File: config.mk
export PLATFORM = sky130hd
export DESIGN_NAME = fuel_gauge_reading_conditioner
export DESIGN_NICKNAME = d
export VERILOG_FILES = /design/src/hdl/fgrc_pkg.sv /design/src/hdl/fuel_gauge_reading_conditioner.sv
export SDC_FILE = /design/constraint.sdc
export NUM_CORES = 1
export LEC_CHECK = 0
export CORE_ASPECT_RATIO = 1.1
export CORE_UTILIZATION = 31
export CTS_BUF_LIST = sky130_fd_sc_hd__clkbuf_16
export DETAILED_ROUTE_END_ITERATION = 8
export DONT_BUFFER_PORTS = 1
export HOLD_SLACK_MARGIN = 0.02
export PLACE_DENSITY = 0.48
export SETUP_SLACK_MARGIN = 0.15
export SYNTH_ARGS = -nofsm -noshare
export SYNTH_HDL_FRONTEND = slang
export SYNTH_SLANG_ARGS = --single-unit
File: constraint.sdc
create_clock -name clk -period 19.85 [get_ports clk]
set_clock_uncertainty 0.15 [all_clocks]
set_input_delay 0.9925 -clock clk [delete_from_list [all_inputs] [get_ports clk]]
set_output_delay 0.9925 -clock clk [all_outputs]
set_load 0.02 [all_outputs]
File: src/hdl/fgrc_pkg.sv
// Package for the fuel gauge reading conditioner: field widths, register
// indexes, status codes and divider constants. No dependencies.
`timescale 1ns / 1ps
`default_nettype none

package fgrc_pkg;

  localparam int IN_DATA_W   = 32;
  localparam int IN_USER_W   = 3;
  localparam int OUT_DATA_W  = 48;
  localparam int OUT_USER_W  = 4;
  localparam int CFG_INDEX_W = 3;
  localparam int CFG_DATA_W  = 14;

  localparam int UV_W    = 23;
  localparam int RAW_W   = 15;
  localparam int PCT_W   = 7;
  localparam int STAT_W  = 3;
  localparam int DIV_W   = 14;
  localparam int DVD_W   = 28;
  localparam int THR_W   = 7;
  localparam int ZCNT_W  = 4;

  localparam logic [CFG_INDEX_W-1:0] REG_FULL_SCALE_DIVISOR   = 3'd0;
  localparam logic [CFG_INDEX_W-1:0] REG_FULL_THRESHOLD       = 3'd1;
  localparam logic [CFG_INDEX_W-1:0] REG_ZERO_CONFIRM_COUNT   = 3'd2;
  localparam logic [CFG_INDEX_W-1:0] REG_CHARGER_INFO_PRESENT = 3'd3;
  localparam logic [CFG_INDEX_W-1:0] REG_BATTERY_INFO_PRESENT = 3'd4;

  localparam logic [STAT_W-1:0] STATUS_UNKNOWN      = 3'd0;
  localparam logic [STAT_W-1:0] STATUS_CHARGING     = 3'd1;
  localparam logic [STAT_W-1:0] STATUS_NOT_CHARGING = 3'd2;
  localparam logic [STAT_W-1:0] STATUS_DISCHARGING  = 3'd3;
  localparam logic [STAT_W-1:0] STATUS_FULL         = 3'd4;

  localparam logic [DIV_W-1:0]  DIVISOR_RESET   = 14'd9300;
  localparam logic [THR_W-1:0]  THRESHOLD_RESET = 7'd95;
  localparam logic [ZCNT_W-1:0] ZCOUNT_RESET    = 4'd3;

  localparam int UV_PER_CODE = 1250;
  localparam int SCALE_NUM   = 10000;
  localparam int PCT_CAP     = 100;
  localparam int ROUND_HALF  = 50;
  // (adj + 50) / 100 reaches the cap at adj = 9950
  localparam int CAP_ADJ     = PCT_CAP * 100 - ROUND_HALF;
  // floor(x / 100) = (x * 5243) >> 19 for x below 10000
  localparam int RECIP_100   = 5243;
  localparam int RECIP_SHIFT = 19;
  localparam int PROD_W      = 27;

  localparam logic [4:0] DIV_LAST = 5'(DVD_W - 1);

endpackage

`default_nettype wire

File: src/hdl/fuel_gauge_reading_conditioner.sv
// Fuel gauge reading conditioner: converts one raw gauge reading into
// voltage, raw and conditioned charge, online flag and charge status.
// Depends on fgrc_pkg.
//
// Each request runs to completion before the next is taken. The reading is
// registered at the accepting edge. It then passes through ST_RAW (voltage
// and raw charge), ST_PREP (28-bit scaled dividend), ST_DIV (28 steps of a
// restoring bit-serial divider by full_scale_divisor), ST_SCALE (round and
// cap) and ST_FIN (filter and set status; waits while the output register
// holds an untaken result). The next request is accepted only after the
// result is registered. The divider sets the rate; in_tready is high only
// while no request is in work, and a result waiting in the output register
// does not block the next request until that one finishes. Configuration
// writes take effect at once and are expected only while the block is idle.
`timescale 1ns / 1ps
`default_nettype none

module fuel_gauge_reading_conditioner (
  input  wire logic                                clk,
  input  wire logic                                rst_n,
  // charge_high_byte, charge_low_byte, voltage_high_byte, voltage_low_byte
  input  wire logic [fgrc_pkg::IN_DATA_W-1:0]      in_tdata,
  // charger_connected, charging_enabled, battery_present
  input  wire logic [fgrc_pkg::IN_USER_W-1:0]      in_tuser,
  input  wire logic                                in_tvalid,
  output logic                                     in_tready,
  // cell_microvolts, raw_charge_hundredths, charge_percent, zero fill
  output logic [fgrc_pkg::OUT_DATA_W-1:0]          out_tdata,
  // online, charge_status
  output logic [fgrc_pkg::OUT_USER_W-1:0]          out_tuser,
  output logic                                     out_tvalid,
  input  wire logic                                out_tready,
  input  wire logic                                cfg_wr_en,
  input  wire logic [fgrc_pkg::CFG_INDEX_W-1:0]    cfg_index,
  input  wire logic [fgrc_pkg::CFG_DATA_W-1:0]     cfg_data
);

  import fgrc_pkg::*;

  typedef enum logic [2:0] {
    ST_IDLE,
    ST_RAW,
    ST_PREP,
    ST_DIV,
    ST_SCALE,
    ST_FIN
  } state_t;

  state_t              state_r, state_nxt;

  logic [DIV_W-1:0]    divisor_r, divisor_nxt;
  logic [THR_W-1:0]    threshold_r, threshold_nxt;
  logic [ZCNT_W-1:0]   zcount_r, zcount_nxt;
  logic                chg_info_r, chg_info_nxt;
  logic                bat_info_r, bat_info_nxt;

  logic [PCT_W-1:0]    last_pct_r, last_pct_nxt;
  logic [ZCNT_W-1:0]   zero_run_r, zero_run_nxt;

  logic [IN_DATA_W-1:0] in_data_r, in_data_nxt;
  logic [IN_USER_W-1:0] in_user_r, in_user_nxt;
  logic [UV_W-1:0]     uv_r, uv_nxt;
  logic [RAW_W-1:0]    raw_r, raw_nxt;
  logic [DVD_W-1:0]    dvd_r, dvd_nxt;
  logic [DIV_W-1:0]    rem_r, rem_nxt;
  logic [4:0]          cnt_r, cnt_nxt;
  logic [PCT_W-1:0]    pct_r, pct_nxt;

  logic [OUT_DATA_W-1:0] out_data_r, out_data_nxt;
  logic [OUT_USER_W-1:0] out_user_r, out_user_nxt;
  logic                  out_valid_r, out_valid_nxt;

  logic [DIV_W-1:0]    div_eff;
  logic [DIV_W:0]      trial;
  logic                trial_ge;
  logic [DIV_W:0]      trial_diff;
  logic [11:0]         volt_code;
  logic [15:0]         low_frac;
  logic [DIV_W-1:0]    round_x;
  logic [PROD_W-1:0]   round_prod;
  logic [ZCNT_W-1:0]   zr_inc;
  logic [PCT_W-1:0]    pct_fin;
  logic [ZCNT_W-1:0]   zr_fin;
  logic                online;
  logic [STAT_W-1:0]   status;
  logic                out_free;

  assign in_tready  = (state_r == ST_IDLE);
  assign out_tdata  = out_data_r;
  assign out_tuser  = out_user_r;
  assign out_tvalid = out_valid_r;
  assign out_free   = !out_valid_r || out_tready;

  always_comb begin
    div_eff    = (divisor_r == '0) ? DIV_W'(1) : divisor_r;
    trial      = {rem_r, dvd_r[DVD_W-1]};
    trial_ge   = (trial >= {1'b0, div_eff});
    trial_diff = trial - {1'b0, div_eff};
    volt_code  = {in_data_r[23:16], in_data_r[31:28]};
    low_frac   = 16'(in_data_r[15:8]) * 16'(100);
    round_x    = dvd_r[DIV_W-1:0] + DIV_W'(ROUND_HALF);
    round_prod = PROD_W'(round_x) * PROD_W'(RECIP_100);
    zr_inc     = zero_run_r + 4'd1;

    if (pct_r == '0) begin
      if (zr_inc >= zcount_r) begin
        pct_fin = '0;
        zr_fin  = '0;
      end else begin
        pct_fin = last_pct_r;
        zr_fin  = zr_inc;
      end
    end else begin
      pct_fin = pct_r;
      zr_fin  = '0;
    end

    online = bat_info_r ? in_user_r[2] : 1'b1;

    if (!chg_info_r) begin
      status = STATUS_UNKNOWN;
    end else if (pct_fin > threshold_r) begin
      status = STATUS_FULL;
    end else if (in_user_r[0]) begin
      status = in_user_r[1] ? STATUS_CHARGING : STATUS_NOT_CHARGING;
    end else begin
      status = STATUS_DISCHARGING;
    end
  end

  always_comb begin
    state_nxt     = state_r;
    divisor_nxt   = divisor_r;
    threshold_nxt = threshold_r;
    zcount_nxt    = zcount_r;
    chg_info_nxt  = chg_info_r;
    bat_info_nxt  = bat_info_r;
    last_pct_nxt  = last_pct_r;
    zero_run_nxt  = zero_run_r;
    in_data_nxt   = in_data_r;
    in_user_nxt   = in_user_r;
    uv_nxt        = uv_r;
    raw_nxt       = raw_r;
    dvd_nxt       = dvd_r;
    rem_nxt       = rem_r;
    cnt_nxt       = cnt_r;
    pct_nxt       = pct_r;
    out_data_nxt  = out_data_r;
    out_user_nxt  = out_user_r;
    out_valid_nxt = out_valid_r && !out_tready;

    if (cfg_wr_en) begin
      unique case (cfg_index)
        REG_FULL_SCALE_DIVISOR:   divisor_nxt   = cfg_data[DIV_W-1:0];
        REG_FULL_THRESHOLD:       threshold_nxt = cfg_data[THR_W-1:0];
        REG_ZERO_CONFIRM_COUNT:   zcount_nxt    = cfg_data[ZCNT_W-1:0];
        REG_CHARGER_INFO_PRESENT: chg_info_nxt  = cfg_data[0];
        REG_BATTERY_INFO_PRESENT: bat_info_nxt  = cfg_data[0];
        default: ;
      endcase
    end

    unique case (state_r)
      ST_IDLE: begin
        if (in_tvalid) begin
          in_data_nxt = in_tdata;
          in_user_nxt = in_tuser;
          state_nxt   = ST_RAW;
        end
      end
      ST_RAW: begin
        uv_nxt    = UV_W'(volt_code) * UV_W'(UV_PER_CODE);
        raw_nxt   = RAW_W'(in_data_r[7:0]) * RAW_W'(100) + RAW_W'(low_frac[15:8]);
        state_nxt = ST_PREP;
      end
      ST_PREP: begin
        dvd_nxt   = DVD_W'(raw_r) * DVD_W'(SCALE_NUM);
        rem_nxt   = '0;
        cnt_nxt   = DIV_LAST;
        state_nxt = ST_DIV;
      end
      ST_DIV: begin
        rem_nxt = trial_ge ? trial_diff[DIV_W-1:0] : trial[DIV_W-1:0];
        dvd_nxt = {dvd_r[DVD_W-2:0], trial_ge};
        cnt_nxt = cnt_r - 5'd1;
        if (cnt_r == '0) begin
          state_nxt = ST_SCALE;
        end
      end
      ST_SCALE: begin
        if (dvd_r >= DVD_W'(CAP_ADJ)) begin
          pct_nxt = PCT_W'(PCT_CAP);
        end else begin
          pct_nxt = round_prod[RECIP_SHIFT +: PCT_W];
        end
        state_nxt = ST_FIN;
      end
      ST_FIN: begin
        if (out_free) begin
          last_pct_nxt  = pct_fin;
          zero_run_nxt  = zr_fin;
          out_data_nxt  = {3'b000, pct_fin, raw_r, uv_r};
          out_user_nxt  = {status, online};
          out_valid_nxt = 1'b1;
          state_nxt     = ST_IDLE;
        end
      end
      default: state_nxt = ST_IDLE;
    endcase
  end

  always_ff @(posedge clk) begin
    if (!rst_n) begin
      state_r     <= ST_IDLE;
      divisor_r   <= DIVISOR_RESET;
      threshold_r <= THRESHOLD_RESET;
      zcount_r    <= ZCOUNT_RESET;
      chg_info_r  <= 1'b1;
      bat_info_r  <= 1'b1;
      last_pct_r  <= '0;
      zero_run_r  <= '0;
      cnt_r       <= '0;
      out_valid_r <= 1'b0;
    end else begin
      state_r     <= state_nxt;
      divisor_r   <= divisor_nxt;
      threshold_r <= threshold_nxt;
      zcount_r    <= zcount_nxt;
      chg_info_r  <= chg_info_nxt;
      bat_info_r  <= bat_info_nxt;
      last_pct_r  <= last_pct_nxt;
      zero_run_r  <= zero_run_nxt;
      cnt_r       <= cnt_nxt;
      out_valid_r <= out_valid_nxt;
    end
    in_data_r  <= in_data_nxt;
    in_user_r  <= in_user_nxt;
    uv_r       <= uv_nxt;
    raw_r      <= raw_nxt;
    dvd_r      <= dvd_nxt;
    rem_r      <= rem_nxt;
    pct_r      <= pct_nxt;
    out_data_r <= out_data_nxt;
    out_user_r <= out_user_nxt;
  end

endmodule

`default_nettype wire
==> impl_metrics.tcl, run 1 <==
set metrics [dict create \
    post_drt_wl_per_cell_um 14.20 \
    synthAdderAreaFrac_pct 34.82 \
    worst_setup_path_start_kind "register" \
    crit_path_end_kind "register" \
    dieArea_mm2 0.05851 \
    num_rows 91 \
    muxShareOfSynthArea_pct 0.7855 \
    cts_inserted_buffers 27 \
    yosysTopAreaCell "edfxtp_1" \
    holdPathStages 0 \
    totalWireLength_mm 35.15 \
    synth.avg_cell_area_um2 10.44 \
    synthTopCellsByArea "edfxtp_1, ha_1, fa_1" \
    fin_nets 2193 \
    area_delta_synth_final_pct 10.06 \
    status "finished, final reports clean" \
    fin_crit_ns 7.317 \
    syn_inst 1709 \
    hold_class "register to register" \
    synth-edff-count 165 \
    viasPerCell 4.576 \
    period_share_pct 36.86 \
    grt_pass1_vias 11720 \
    cts_tree "yes" \
    grt_setup_unrepaired "false" \
    cts.sinks 212 \
    critPathRequiredTime_ns 20.00 \
    antenna_cells_inserted 0 \
    gp_congestion 0.7712 \
    track_usage_pct 12.30 \
    max_freq_mhz 136.7 \
    port_buffers 0 \
    post-cts-setup-buffers 0 \
    synthSimpleGateAreaFrac_pct 8.830 \
    holdBufCountCts 0 \
    yosys_warnings 0 \
    vias 11330 \
    clk_path_buf_depth 3 \
    ys_ff_latch 212 \
    die_height_um 253.6 \
    die_x_um 230.7 \
    hold_viol 0 \
    synth_most_common_cell "inv_1" \
    cp_max_fo 8 \
    synth_area_mm2 0.01784 \
    path_class "register to register" \
    worstMarginPinSlew_ns 1.162 \
    synth_top_family_by_area "adder cells" \
    placed_area_mm2 0.01867 \
    fin_util_pct 34.77 \
    htreeDepth 1 \
    drive_gt1_share_pct 4.446 \
    grt_pass1_wl_mm 58.27 \
    pin_count 111 \
    synth_flop_cell "edfxtp_1" \
    synthTopCellsByCount "inv_1, ha_1, edfxtp_1, fa_1, nand2_1" \
    clk_pin_slew_ns 0.06 \
    clk_latency_ns 0.57 \
    gr-total-overflow 0 \
    drc 0 \
    synth_cell_type_count 78 \
    start_util_pct 31.59 \
    max-slew-margin-rel_pct 22.51 \
    cp_slowest_cell "xnor2_1" \
    tns_ns 0 \
    drtAntennaViolNets 0 \
    root_buffer "clkbuf_16" \
    synth-async-reset-ratio_pct 0 \
    drt-pass1-iter-count 4 \
    reg2reg_depth 22 \
    core-area_mm2 0.05647 \
    cp_slowest_stage_delay_ns 0.74 \
    antenna_found_initial 0 \
    arrival_ns 7.46 \
    synth_compound_area_share_pct 9.931 \
    cap_violations 0 \
    drtIter0Drc 540 \
    drv_slew 0 \
    final_area_mm2 0.01963 \
    synth_xor_xnor_area_share_pct 4.405 \
    crit_chain "nand3_1 > nor3b_1 > nor2_1 > and3_1 > nand3_1 > xnor2_1 > inv_1 > fa_1 > inv_1 > ha_1 > fa_1 > fa_1 > inv_1 > fa_1 > inv_1 > ha_1 > nand4_1 > nor2_1 > a211oi_1 > a2bb2oi_1 > a31oi_1 > o41a_1" \
    hpwl_mm 28.31 \
    synth_top_area_share_pct 27.77 \
    setup_viol 0 \
    post_cts_resized 0 \
    grt_max_degree 52 \
    ys_seq_area_share_pct 33.05 \
]
[layout make-up]
cell class | instances | area (um2)
Fill cell | 5799 | 36840
Tap cell | 744 | 930.9
Multi-Input combinational cell | 1119 | 10510
Sequential cell | 212 | 5896
Inverter | 346 | 1299
Clock buffer | 27 | 675.6
Clock inverter | 23 | 290.3
Timing Repair Buffer | 5 | 37.54
[metrics by stage]
stage	hold slack, ns	worst slack [ns]	instances
2_1_floorplan	0.2503	13.39	1712
3_3_place_gp	0.2567	12.55	2426
3_5_place_dp	0.2545	12.54	2426
4_1_cts	0.2576	12.47	2476
5_1_grt	0.2637	11.95	2476
6_report	0.2503	12.53	2476
[sequential cells by signal, indices dropped and copies added, names as in the netlist, 5 cells and up]
signal and count:
in_data_r 28, dvd_r 28, threshold_r 7, divisor_r 14, last_pct_r 7, uv_r 22
out_tdata 44, cnt_r 5, raw_r 15, pct_r 7, rem_r 14
[worst max-delay path, delay by kind of cell, from the launching register on]
family	cells	cell delay [ns]
and+or+nand+nor	7	1.19
AOI/OAI and AO/OA	4	1.42
buffers and inverters	4	0.36
DFF	1	0.48
xor gates and xnor gates	1	0.74
adders and majority gates	6	2.72
[cells in the final DEF, fill, tap and decap left out, types with 13 or more instances in the layout]
cell type    n
a21oi_1     73
dfxtp_1     47
nand2b_1    19
a211oi_1    13
o211ai_1    16
xnor2_1     58
ha_1       306
nor2_1      77
nor2b_1     14
inv_1      349
a21o_1      25
fa_1       119
mux2i_1     14
nand3_1     23
o21ai_0     46
xor2_1      28
clkbuf_16   27
nor3_1      20
edfxtp_1   165
nand2_1    108
a21boi_0    15
[kinds of logic after synthesis]
family	count (synthesis)
adder cells (fa/ha/maj)	425
buffers and inverters	381
AND/OR/NAND/NOR	327
AO/OA/AOI/OAI	261
flip-flops	212
XOR/XNOR	88
multiplexers	14
other	1
[final timing paths]
| path | startpoint | to | slack [ns] |
|---|---|---|---|
| worst min register to register | uv_r[3] | out_tdata[3] | 0.25 |
| worst max register to register | dvd_r[2] | pct_r[6] | 12.53 |
| worst min-delay path | uv_r[3] | out_tdata[3] | 0.25 |
| worst max-delay path | dvd_r[2] | pct_r[6] | 12.53 |
[per-layer routing]
metal | up-vias | wire [um] | GRT usage (%)
met1 | 5399 | 15470 | 14.69
li1 | 5751 | - | -
met4 | 0 | 644 | 2.725
met5 | - | 0 | 0
met2 | 142 | 17230 | 22.25
met3 | 39 | 1815 | 2.850
Power of run 1 is left out: the tool's default activity adds up to more than one toggle a clock period on the data nets, which glitch-free logic cannot reach.
==> inputs of run 2 (changes only) <==
--- a/config.mk
+++ b/config.mk
@@ -5,6 +5,7 @@
 export SDC_FILE = /design/constraint.sdc
 export NUM_CORES = 1
 export LEC_CHECK = 0
+export ABC_AREA = 1
 export CORE_ASPECT_RATIO = 1.1
 export CORE_UTILIZATION = 31
 export CTS_BUF_LIST = sky130_fd_sc_hd__clkbuf_16
==> constraint.sdc (replaced) <==
create_clock -name clk -period 7 [get_ports clk]
set_clock_uncertainty 0.15 [all_clocks]
set_input_delay 0.35 -clock clk [delete_from_list [all_inputs] [get_ports clk]]
set_output_delay 0.35 -clock clk [all_outputs]
set_load 0.02 [all_outputs]
==> run 2 against run 1 <==
Non-clock buffer count is 57 higher. Maximum frequency is 20% higher. Sequential cell count unchanged. Clock-buffer cell count is 2 higher. Register-to-register slack got worse by 12 ns. Largest cell class unchanged.
==> impl_metrics.tcl, run 2 <==
set metrics [dict create \
    antenna_cells_inserted 0 \
    drtIter0Drc 668 \
    gp_congestion 0.8573 \
    syn_inst 2137 \
    totalWireLength_mm 41.90 \
    hpwl_mm 33.76 \
    post-cts-setup-buffers 0 \
    vias 13750 \
    max_freq_mhz 164.5 \
    cp_slowest_cell "fa_1" \
    clk_path_buf_depth 3 \
    cap_violations 0 \
    post_drt_wl_per_cell_um 13.75 \
    drive_gt1_share_pct 3.765 \
    cp_slowest_stage_delay_ns 0.55 \
    synthAdderAreaFrac_pct 32.80 \
    cts_inserted_buffers 28 \
    crit_path_end_kind "register" \
    tns_ns 0 \
    max-slew-margin-rel_pct 20.72 \
    synth_top_area_share_pct 26.17 \
    track_usage_pct 13.93 \
    path_class "register to register" \
    synth_most_common_cell "inv_1" \
    fin_hold_ws_ns 0.07576 \
    largest_reg_flops 44 \
    grt_setup_unrepaired "false" \
    hold_viol 0 \
    viasPerCell 4.513 \
    clk_pin_slew_ns 0.06 \
    drt-pass1-iter-count 5 \
    synth_cell_type_count 50 \
    grt_pass1_vias 14280 \
    port_buffers 0 \
    grt_pass1_wl_mm 70.39 \
    root_buffer "clkbuf_16" \
    arrival_ns 6.21 \
    pin_count 111 \
    final_area_mm2 0.02136 \
    synthTopCellsByCount "inv_1, nand2_1, ha_1, edfxtp_1, nor2_1" \
    yosysTopAreaCell "edfxtp_1" \
    yosys_warnings 0 \
    layout_common_cells "inv_1, nand2_1, ha_1" \
    synth_area_mm2 0.01893 \
    cts.sinks 212 \
    synth-async-reset-ratio_pct 0 \
    synth.avg_cell_area_um2 8.860 \
    muxShareOfSynthArea_pct 0 \
    worst_setup_path_start_kind "register" \
    synth_xor_xnor_area_share_pct 2.868 \
    core-area_mm2 0.06010 \
    antenna_found_initial 1 \
    synthTopCellsByArea "edfxtp_1, ha_1, fa_1" \
    synthSimpleGateAreaFrac_pct 15.29 \
    setup_viol 0 \
    post_cts_resized 0 \
    layout_commonest_cell "inv_1" \
    synth_flop_cell "edfxtp_1" \
    critPathRequiredTime_ns 7.13 \
    clk_latency_ns 0.56 \
    start_util_pct 31.50 \
    drtAntennaViolNets 0 \
    drc 0 \
    drv_slew 0 \
    dieArea_mm2 0.06207 \
    die_x_um 237.6 \
    fin_crit_ns 6.078 \
    placed_area_mm2 0.01990 \
    cts_tree "yes" \
    synth_top_family_by_area "adder cells" \
    period_share_pct 86.83 \
    synth_compound_area_share_pct 7.447 \
    status "finished, final reports clean" \
    gr-total-overflow 0 \
    ys_ff_latch 212 \
    grt_max_degree 58 \
    worstMarginPinSlew_ns 1.180 \
    crit_chain "ha_1 > a21oi_2 > nand2_1 > nand2_2 > inv_2 > nand3_1 > xor2_2 > inv_1 > fa_1 > inv_1 > ha_1 > fa_1 > fa_1 > inv_1 > fa_1 > inv_1 > ha_1 > nand2_1 > nor2_1 > nand2_1 > nor3_1 > nand3_1 > nand4_1 > nand3_1" \
    num_rows 94 \
    ys_seq_area_share_pct 31.14 \
    cp_max_fo 6 \
    htreeDepth 1 \
    die_height_um 261.2 \
    synth-edff-count 165 \
    area_delta_synth_final_pct 12.82 \
    path_delay_family "adder cells" \
    fin_nets 2692 \
    hold_class "input port to register" \
    crit_buf_inv 5 \
]
## run 2: cell types whose count changed after synthesis, moves of 12 or more
cell / change
nand2_1: +263
inv_1: +143
nand3_1: +74
nor2_1: +50
a21oi_1: +36
xnor2_1: -34
nand2b_1: -19
clkbuf_1: -17
nand4_1: +16
mux2i_1: -14
nor2b_1: -14
o21ai_0: +13
a211oi_1: -12
## run 2: cell type report
cell class	instances	area, um2
Fill cell	6263	38740
Timing Repair Buffer	62	608.1
Tap cell	816	1021
Inverter	494	1856
Multi-Input combinational cell	1412	11090
Clock inverter	22	161.4
Sequential cell	212	5896
Clock buffer	29	725.7
## run 2: routing by layer
metal	part of all wire [%]	vias up	global-route usage (%)
li1	-	7035	-
met1	44	6473	16.68
met2	49	182	25.40
met3	4.1	59	2.614
met4	2.5	2	3.781
met5	0.031	-	0
## run 2: final timing paths
| path | endpoint | from | depth (start not counted) | slack [ns] |
|---|---|---|---|---|
| setup reg to reg | pct_r[2] | dvd_r[1] | 24 | 0.92 |
| setup / recovery | pct_r[2] | dvd_r[1] | 24 | 0.92 |
| hold / removal | zcount_r[3] | cfg_wr_en | 4 | 0.08 |
| hold reg to reg | out_tdata[6] | uv_r[6] | 0 | 0.26 |
## run 2: timing repair
action,CTS,global route
setup endpoints to repair,0,0
hold buffers,57,0
endpoints found under the hold margin,63,0
## run 2: kinds of logic after synthesis
group | Yosys count
AOI/OAI and AO/OA | 245
adders and majority gates | 425
other | 1
and+or+nand+nor | 679
DFF | 212
xor gates and xnor gates | 59
buffers and inverters | 516
## run 2: through the flow
step,utilization (%),setup WS (ns),std cells
3_3_place_gp,33.12,1.006,2939
6_report,35.54,0.9217,3047
4_1_cts,35.54,0.9077,3047
3_5_place_dp,33.12,0.9237,2939
5_1_grt,35.54,0.4691,3047
2_1_floorplan,-,1.556,2140
## run 2: worst register-to-register path, stage by stage (launching register included)
cell and delay, ns:
edfxtp_1 0.47, ha_1 0.28, a21oi_2 0.14, nand2_1 0.14, nand2_2 0.16, inv_2 0.06, nand3_1 0.10, xor2_2 0.31
inv_1 0.18, fa_1 0.54, inv_1 0.04, ha_1 0.30, fa_1 0.47, fa_1 0.55, inv_1 0.06, fa_1 0.53
inv_1 0.04, ha_1 0.32, nand2_1 0.13, nor2_1 0.20, nand2_1 0.10, nor3_1 0.17, nand3_1 0.15, nand4_1 0.12
nand3_1 0.10
Power of run 2 is left out for the same reason.
